===== config.mk =====
export PLATFORM = sky130hd
export DESIGN_NAME = ptn3_ram
export DESIGN_NICKNAME = d
export VERILOG_FILES = /design/src/hw/rtl/ptn3_ram.sv
export SDC_FILE = /design/constraint.sdc
export NUM_CORES = 1
export LEC_CHECK = 0
export ABC_AREA = 1
export BUFFER_PORTS_ARGS = -buffer_cell sky130_fd_sc_hd__buf_2
export CORE_UTILIZATION = 45
export CTS_CLUSTER_DIAMETER = 200
export DETAILED_ROUTE_END_ITERATION = 10
export PLACE_DENSITY = 0.66
export SKIP_CTS_REPAIR_TIMING = 1
export SYNTH_ARGS = -nofsm -noshare
export SYNTH_HDL_FRONTEND = slang
export SYNTH_SLANG_ARGS = --single-unit

===== constraint.sdc =====
create_clock -name clk -period 1.4 [get_ports clk]
set_input_delay 0.28 -clock clk [delete_from_list [all_inputs] [get_ports clk]]
set_output_delay 0.28 -clock clk [all_outputs]
set_load 0.05 [all_outputs]

===== src/hw/rtl/ptn3_ram.sv =====
`timescale 1ns / 1ps
`default_nettype none
module ptn3_ram #(
    parameter int WIDTH = 8,
    parameter int DEPTH = 16
) (
    input  wire logic                     clk,
    input  wire logic                     wr_en,
    input  wire logic [$clog2(DEPTH)-1:0] wr_addr,
    input  wire logic [WIDTH-1:0]         wr_data,
    input  wire logic [$clog2(DEPTH)-1:0] rd_addr,
    output logic      [WIDTH-1:0]         rd_data
);
    logic [WIDTH-1:0] mem [DEPTH];

    always_ff @(posedge clk)
    begin
        if (wr_en)
            mem[wr_addr] <= wr_data;
        rd_data <= mem[rd_addr];
    end
endmodule
`default_nettype wire


==> results.py <==
metrics = {
    "detailed_routing": {
        "drt_iter0_markers": 304,
        "num_vias": 3872,
        "drc": 0,
        "viasPerCell": 4.951,
        "wl_per_cell_um": 16.03,
        "drtAntennaViolNets": 0,
        "dr.pass1.iters": 4,
        "wl_mm": 12.54,
    },
    "worst_setup_path": {
        "critPathKind": "register to output port",
        "worstReg2RegEnd": "rd_data[3]$_DFF_P_",
        "cp_num_buf_inv": 1,
        "end_kind": "output port",
        "crit_required_ps": 1120,
        "r2r_start": "mem[1][3]$_DFFE_PP_",
        "critPathTopFamily": "flip-flops",
        "cpPeakStageDelay_ps": 360,
        "rrSetupSlack_ps": 390,
        "cp.arrival_ps": 1060,
        "path_cells": "buf_2",
        "critPathLaunchType": "register",
        "cp_max_fo": 1,
        "crit_slowest_cell": "dfxtp_1",
        "reg2reg_depth": 6,
    },
    "floorplanning": {
        "rows": 40,
        "start_util_pct": 47.03,
        "dieArea_um2": 13270,
        "die_x_um": 115.2,
        "pin_count": 26,
        "die_h_um": 115.2,
        "coreArea_um2": 12260,
    },
    "place": {
        "hpwl_mm": 7.995,
        "gp_congestion": 0.8040,
        "placed_area_um2": 6236,
        "io_buffers": 25,
        "placed_cells": 750,
    },
    "clocking": {
        "clock_path_buffers": 2,
        "path_clk_slew_ps": 50,
        "cts_made_buffers": 17,
        "cts_num_sinks": 136,
        "htreeDepth": 4,
        "clock_latency_ps": 420,
        "cts_tree": "done",
        "ctsRootBufferMaster": "clkbuf_16",
    },
    "min_path": {
        "holdPathEnd": "mem[5][2]$_DFFE_PP_",
        "min_path_cells": 1,
        "hp-start": "wr_data[2]",
        "holdCritPathClass": "primary input to register",
    },
    "final_layout": {
        "final_area_um2": 6809,
        "nFillCells": 1047,
        "area_growth_pct": 18.07,
        "stdcell_count": 782,
        "final_layout_size_suffix_gt1_share_pct": 13.68,
        "final_cell_mix": "nand2_1 (173), edfxtp_1 (128), inv_1 (100)",
        "antennaDiodeCount": 0,
        "layout_commonest_cell": "nand2_1",
        "nets": 619,
    },
    "sta": {
        "slew_viol_final": 0,
        "finalCriticalPeriod_ps": 1339,
        "clock_skew_ps": 5.250,
        "max_freq_mhz": 746.7,
        "rsz0062_at_grt": "false",
        "finalSetupViolations": 0,
        "relSlewSlack_pct": 75.75,
        "finalCritPeriodShare_pct": 95.65,
        "tns_ps": 0,
        "finalHoldViolations": 0,
        "worst_slew_pin_slew_ps": 363.8,
    },
    "power": {
        "power_w": 0.009449,
        "peakVddDrop_uv": 1234,
        "power_frac_seq_pct": 48.5,
        "p_int_w": 0.007439,
        "power_density_nw_per_um2": 1388,
        "sw_frac_of_total_pct": 21.27,
        "power_switching_w": 0.002010,
        "pwr-share-clk_pct": 44.4,
        "leakagePower_nw": 2.982,
        "combinationalPowerShare_pct": 7.1,
    },
    "global_route": {
        "grt_pass1_vias": 3734,
        "overflow": 0,
        "antenna_found_initial": 0,
        "grt_max_degree": 33,
        "grt.total_usage_pct": 21.08,
        "grt_pass1_wl_mm": 19.87,
    },
    "logic_synthesis": {
        "synth-seq-cells": 136,
        "synth_area_leaders": "edfxtp_1 (67%), nand2_1 (11%), nand3_1 (8.4%)",
        "syn_area_per_cell_um2": 10.47,
        "ys_seq_area_share_pct": 69.43,
        "synthDistinctLibCells": 12,
        "synth_warnings": 0,
        "syn-num-nets": 569,
        "synth_area_leader_cell": "edfxtp_1",
        "synth_top_area_share_pct": 66.65,
        "synth.cell_area_um2": 5767,
        "synthCells": 551,
    },
    "job": {
        "maxCapViolations": 0,
    },
    "status": {
        "status": "finished, final reports clean",
    },
}
[layer usage]
| layer | vias to the layer above | track usage (%) | wire, µm | part of all wire (%) |
|---|---|---|---|---|
| met3 | 13 | 5.271 | 761 | 6.1 |
| met1 | 1850 | 28.89 | 5785 | 46 |
| met4 | 0 | 8.658 | 191 | 1.5 |
| li1 | 1875 | - | - | - |
| met5 | - | 0 | 0 | 0 |
| met2 | 134 | 32.29 | 5799 | 46 |
[sequential cells by signal, summed over array words and instances, names as in the netlist]
name	cells
rd_data	8
mem	128
[Yosys cell counts (all sizes together)]
cell type / n
buf: 24
nor2: 17
nand3: 97
dfxtp: 8
edfxtp: 128
inv: 102
nand3b: 2
nand2: 173
[area by class of cell]
| type | instances | area [µm²] | area share [%] |
|---|---|---|---|
| clock buffers | 31 | 568.0 | 8.343 |
| inverters | 102 | 382.9 | 5.623 |
| repair buffers | 55 | 425.4 | 6.248 |
| clock inverters | 1 | 5.005 | 0.07350 |
| multi-input cells | 289 | 1214 | 17.82 |
| flip-flops and latches | 136 | 4004 | 58.80 |
| well taps | 168 | 210.2 | 3.087 |
[stage by stage]
stage / setup slack (ps) / utilization (%) / hold slack (ps)
6_report: 60.86 / 55.53 / 267.6
5_1_grt: 23.94 / 55.53 / 268.6
4_1_cts: 46.56 / 55.53 / 257.4
3_5_place_dp: 73.84 / 50.86 / 645.7
3_3_place_gp: 83.88 / 50.86 / 643.4
2_1_floorplan: 169.2 / - / 378.9
[cells by family after synthesis]
group / count (synthesis) / synth area share (%)
AND/OR/NAND/NOR: 289 / 21.05
flip-flops: 136 / 69.43
buffers and inverters: 126 / 9.525
[power groups by stage]
stage | Sequential, W | Combinational, W | Clock [W]
floorplan | 0.00475 | 0.000321 | 0
global placement | 0.00466 | 0.000657 | 0
detailed placement | 0.00467 | 0.000669 | 0
CTS | 0.00458 | 0.000673 | 0.00425
global route | 0.00459 | 0.000731 | 0.00442
finish | 0.00458 | 0.000669 | 0.00420
[worst max path at each step]
stage,start,endpoint,slack [ps],cells past startpoint
2_1_floorplan,wr_addr[2],mem[10][0]$_DFFE_PP_,170,2
3_3_place_gp,wr_addr[0],mem[12][4]$_DFFE_PP_,80,5
3_5_place_dp,wr_addr[2],mem[3][5]$_DFFE_PP_,70,5
4_1_cts,rd_data[7]$_DFF_P_,rd_data[7],50,1
5_1_grt,rd_data[7]$_DFF_P_,rd_data[7],20,1
6_report,rd_data[7]$_DFF_P_,rd_data[7],60,1
Note: power is estimated with default switching activity, not from simulation.
