`src/hw/rtl/ptn3_pkg.sv`:
```
`timescale 1ns / 1ps
`default_nettype none
package ptn3_pkg;
    localparam int TABLE_DEPTH   = 256;
    localparam int NEAREST_COUNT = 3;
    localparam int SLOT_W        = $clog2(TABLE_DEPTH);
    localparam int CNT_W         = $clog2(TABLE_DEPTH + 1);
    localparam int RANK_W        = $clog2(NEAREST_COUNT + 1);
    localparam int DIST_W        = 34;
    localparam int ENTRY_W       = 64;

    typedef enum logic [1:0] {
        MODE_ADD    = 2'd0,
        MODE_REMOVE = 2'd1,
        MODE_MOVE   = 2'd2,
        MODE_QUERY  = 2'd3
    } mode_t;

    localparam logic [2:0] ST_OK        = 3'd0;
    localparam logic [2:0] ST_ID_EXISTS = 3'd1;
    localparam logic [2:0] ST_OCCUPIED  = 3'd2;
    localparam logic [2:0] ST_UNKNOWN   = 3'd3;
    localparam logic [2:0] ST_FULL      = 3'd4;

    typedef struct packed {
        logic [1:0]  mode;
        logic [31:0] entry_id;
        logic [31:0] point;
    } in_item_t;

    typedef struct packed {
        logic [2:0]  status;
        logic        found;
        logic [31:0] nearest_id;
        logic        last;
    } out_item_t;

    typedef struct packed {
        logic [DIST_W-1:0] dsq;
        logic [15:0]       y;
        logic [31:0]       id;
    } cand_t;

    function automatic logic closer(cand_t a, cand_t b);
        if (a.dsq != b.dsq)
            return a.dsq < b.dsq;
        if (a.y != b.y)
            return $signed(a.y) < $signed(b.y);
        return a.id < b.id;
    endfunction
endpackage
`default_nettype wire

```
`src/hw/rtl/ptn3_rank.sv`:
```
`timescale 1ns / 1ps
`default_nettype none
module ptn3_rank (
    input  wire logic          clk,
    input  wire logic          rst_n,
    input  wire logic          clear,
    input  wire logic          ins,
    input  wire ptn3_pkg::cand_t cand,
    output ptn3_pkg::cand_t    best [ptn3_pkg::NEAREST_COUNT],
    output logic [ptn3_pkg::RANK_W-1:0] count
);
    import ptn3_pkg::*;

    cand_t best_reg [NEAREST_COUNT];
    logic [RANK_W-1:0] count_reg;
    logic [NEAREST_COUNT-1:0] beats;

    always_comb
    begin
        for (int k = 0; k < NEAREST_COUNT; k++)
            beats[k] = (RANK_W'(k) >= count_reg) || closer(cand, best_reg[k]);
    end

    always_ff @(posedge clk or negedge rst_n)
    begin
        if (!rst_n)
            count_reg <= '0;
        else if (clear)
            count_reg <= '0;
        else if (ins && beats[NEAREST_COUNT-1] && count_reg != RANK_W'(NEAREST_COUNT))
            count_reg <= count_reg + 1'b1;
    end

    always_ff @(posedge clk)
    begin
        if (ins)
        begin
            for (int k = 0; k < NEAREST_COUNT; k++)
            begin
                if (beats[k])
                begin
                    if (k == 0 || !beats[k-1 < 0 ? 0 : k-1])
                        best_reg[k] <= cand;
                    else
                        best_reg[k] <= best_reg[k-1 < 0 ? 0 : k-1];
                end
            end
        end
    end

    assign best  = best_reg;
    assign count = count_reg;
endmodule
`default_nettype wire

```
`config.mk`:
```
export PLATFORM = sky130hd
export DESIGN_NAME = ptn3_rank
export DESIGN_NICKNAME = d
export VERILOG_FILES = /design/src/hw/rtl/ptn3_pkg.sv /design/src/hw/rtl/ptn3_rank.sv
export SDC_FILE = /design/constraint.sdc
export NUM_CORES = 1
export LEC_CHECK = 0
export BUFFER_PORTS_ARGS = -buffer_cell sky130_fd_sc_hd__buf_2
export CORE_UTILIZATION = 40
export DETAILED_ROUTE_END_ITERATION = 8
export GPL_TIMING_DRIVEN = 0
export PLACE_DENSITY = 0.62
export SYNTH_ARGS = -nofsm -noshare
export SYNTH_HDL_FRONTEND = slang
export SYNTH_SLANG_ARGS = --single-unit
```
`constraint.sdc`:
```
create_clock -name clk -period 6.6 [get_ports clk]
set_input_delay 1.98 -clock clk [delete_from_list [all_inputs] [get_ports clk]]
set_output_delay 1.98 -clock clk [all_outputs]
set_load 0.01 [all_outputs]
```
==> results.tsv <==
stage	metric	value	unit
setup_path	critPathMaxFanout	46	
sta	finalCritPeriodShare	92.4	%
setup_path	r2r_setup_slack	1.63	ns
setup_path	worstSetupStartpointType	input port	
setup_path	rr_worst_depth	12	
sta	setup_violations	0	
power	p_int	3270	uW
floorplan	die_w	200	um
layout	synthToLayoutAreaGrowth	21.4	%
grt	grt_max_degree	47	
sta	rsz0062_at_grt	false	
synthesis	netlist_instances	1321	
worst_hold_path	min_path_type	reg2reg	
sta	skew	0.0131	ns
synthesis	synth_edf_count	246	
power	p_sw_share	29.9	%
synthesis	yosysUniqueCellTypes	58	
place	io_buffer_count	333	
cts	clock-sinks	248	
routing	route.vias.total	11700	
synthesis	synth_top_flop_cell	edfxtp_1	
floorplan	die_area	40100	sq um
layout	fin_util	49.3	%
layout	largest_reg_flops	246	
setup_path	crit_slowest_cell	nor4_2	
run_status	status	finished clean	
sta	hold_violations	0	
place	dp_cells	2178	
routing	wl_per_cell	20.3	um
cts	clk_path_buf_depth	3	
routing	wl_met2	21400	um
place	gp_congestion	0.839	
layout	final_common_cell	buf_2	
setup_path	worst_path_most_repeated_cell	nand4_1	
layout	stdcell_count	2233	
floorplan	start_util	40.6	%
power	switchingPower	1400	uW
cts	cts-root-buf	clkbuf_16	
power	clkPwrFrac	33.1	%
setup_path	critPathMaxStageDelay	0.69	ns
worst_hold_path	whs_path_depth	1	
cts	holdBufCountCts	0	
routing	dr.pass1.iters	5	
sta	tightestPinTransition	1.15	ns
cts	insertion_delay	0.57	ns
worst_hold_path	min-delay-start	best[192]	
setup_path	crit_buf_inv	4	
routing	vias_per_cell	5.24	
floorplan	fp.coreArea	38700	sq um
layout	mostFrequentLayoutCells	buf_2, inv_1, ha_1, edfxtp_1, mux2_2	
power	cellLeakagePower	0.00898	uW
synthesis	netlist_area	15700	sq um
power	ir_drop	207	uV
routing	met3_length	3320	um
setup_path	timing.rr.end	best[87]	
cts	cts_buffers	30	
setup_path	cp_cell_sequence	buf_2 > ha_1 > nand4_1 > nor4_2 > nand4_1 > nor3b_1 > a31oi_1 > nand3_1 > clkbuf_2 > clkbuf_1 > and2_4 > buf_16	
worst_hold_path	min_to	best[110]	
sta	finalHoldWorstSlack	0.586	ns
setup_path	cp_top_family	simple AND/OR/NAND/NOR gates	
sta	setup-tns-final	0	ns
layout	fill_cells	3573	
layout	nets	2024	
grt	antenna_found_initial	5	
sta	slew_viol_final	0	
sta	final.min_clock_period	6.10	ns
synthesis	ys_warn_count	0	
cts	cts.clk_slew.worst_paths	0.06	ns
setup_path	end_kind	register	
routing	detail_route.iter0.violations	510	
power	pwr-share-seq	43.9	%
grt	grt_usage	22.2	%
routing	antenna_left	0	
layout	multi_input_area	7210	sq um
job	max-cap-violations	0	
grt	grt_pass1_wl	69100	um
power	power_density	245	nW/um^2
grt	grt-ovfl-total	0	
floorplan	core.rowCount	72	
layout	regArea	7440	sq um
setup_path	arrival	6.32	ns
floorplan	io_pins	334	
routing	wl_met1	19500	um
routing	drt-total-wl	45300	um
layout	drive_above_1_share	28.6	%
synthesis	syn_nets	1653	
synthesis	ys_ff_latch	248	
place	hpwl	35100	um
power	p_comb_share	23.0	%
grt	first_global_vias	11800	
power	p_total	4670	uW
synthesis	async_reset_ff_share	0.806	%
cts	cts_tree	built	
routing	drc_errors	0	
sta	slew_headroom	22.5	%
floorplan	die_h	200	um
setup_path	path_class	in2reg	
setup_path	regToRegStartpoint	best[151]	
cts	cts_setup_buffers	0	
routing	top_layer	met5	
synthesis	yosysSeqAreaShare	47.3	%
setup_path	cp.required	6.83	ns
synthesis	avgSynthCellArea	11.9	sq um
cts	cts_max_level	1	
sta	clock.fmax	164	MHz
==> layer usage <==
metal  vias up  track usage [%]
met5         -                0
met4         4             6.57
met3        67             5.42
met2       365             36.9
met1      5659             28.7
li1       5610                -
==> final cells by class <==
class / instances / area share [%]
repair buffers: 339 / 9.40
plain buffers: 18 / 0.662
multi-input cells: 798 / 37.8
clock inverters: 16 / 0.518
flip-flops and latches: 248 / 39.0
well taps: 518 / 3.40
diodes: 3 / 0.0393
clock buffers: 36 / 4.16
inverters: 257 / 5.05
==> power groups by stage <==
stage          combinational [uW]  sequential (uW)  clock (uW)
2_1_floorplan                 546             2140           0
3_3_place_gp                 1030             2090           0
3_5_place_dp                 1080             2080           0
4_1_cts                      1090             2050        1590
5_1_grt                      1200             2070        1640
6_report                     1070             2050        1550
==> cells in the mapped netlist (2+ instances only) <==
cell type | n | area share (%)
a2111oi_0 | 9 | 0.50
a211oi_1 | 7 | 0.33
a21o_1 | 21 | 1.0
a21oi_1 | 74 | 2.4
a221oi_1 | 5 | 0.28
a22oi_1 | 2 | 0.095
a31oi_1 | 5 | 0.20
a41oi_1 | 3 | 0.17
and2_1 | 2 | 0.080
and4_1 | 8 | 0.45
buf_6 | 7 | 0.50
clkbuf_1 | 9 | 0.21
dfrtp_1 | 2 | 0.32
edfxtp_1 | 246 | 47
ha_1 | 246 | 20
inv_1 | 257 | 6.1
mux2_1 | 69 | 4.9
mux2_2 | 96 | 6.9
nand2_1 | 49 | 1.2
nand2b_1 | 9 | 0.36
nand3_1 | 17 | 0.54
nand4_1 | 36 | 1.4
nor2_1 | 26 | 0.62
nor2b_1 | 7 | 0.28
nor3_1 | 11 | 0.35
nor3b_1 | 2 | 0.095
nor4_1 | 8 | 0.32
o2111ai_1 | 2 | 0.11
o211a_1 | 2 | 0.13
o211ai_1 | 4 | 0.19
o21a_1 | 10 | 0.48
o21ai_0 | 35 | 1.1
o22ai_1 | 2 | 0.080
o31ai_1 | 5 | 0.24
or3_1 | 2 | 0.080
or4_1 | 4 | 0.19
==> stage by stage <==
stage                     instance area (sq um)  setup WS (ns)
after floorplan                           15700          0.135
after global placement                    18000          -3.48
after detailed placement                  18200         -0.869
after CTS                                 19100         0.0664
after global routing                      19100          0.262
final                                     19100          0.504
==> repair_timing <==
| action | CTS | global route |
|---|---|---|
| gates cloned | 0 | 0 |
| resized for setup | 1 | 3 |
| setup endpoints to repair | 46 | 46 |
==> logic make-up (layout without fill, tap and decap cells) <==
| logic type | after synthesis | count (layout) | synth area share [%] |
|---|---|---|---|
| AND/OR/NAND/NOR | 185 | 185 | 6.14 |
| multiplexers | 165 | 165 | 11.8 |
| adder cells (fa/ha/maj) | 246 | 246 | 19.6 |
| flip-flops | 248 | 248 | 47.3 |
| XOR/XNOR | 1 | 1 | 0.0557 |
| buffers and inverters | 275 | 666 | 6.93 |
| AO/OA/AOI/OAI | 201 | 201 | 8.18 |
| other | 0 | 3 | 0 |
==> worst register-to-register path: stages, from the launching register on <==
cell	delay, ns
edfxtp_1	0.42
inv_1	0.06
ha_1	0.31
nand3_1	0.13
nor4_2	0.67
nand4_1	0.36
nor3b_1	0.28
a31oi_1	0.15
nand3_1	0.18
clkbuf_2	0.40
clkbuf_1	0.58
and2_4	0.67
buf_16	0.33
==> worst max path at each step <==
stage          slack (ns)  startpoint  cells after the start   endpoint
2_1_floorplan        0.13    cand[65]                     10  best[100]
3_3_place_gp        -3.48    cand[65]                     11   best[91]
3_5_place_dp        -0.87    cand[65]                     12   best[88]
4_1_cts              0.07    cand[65]                     12   best[87]
5_1_grt              0.26    cand[65]                     12   best[87]
6_report             0.50    cand[65]                     12   best[87]
Note: power is estimated with default switching activity, not from simulation.
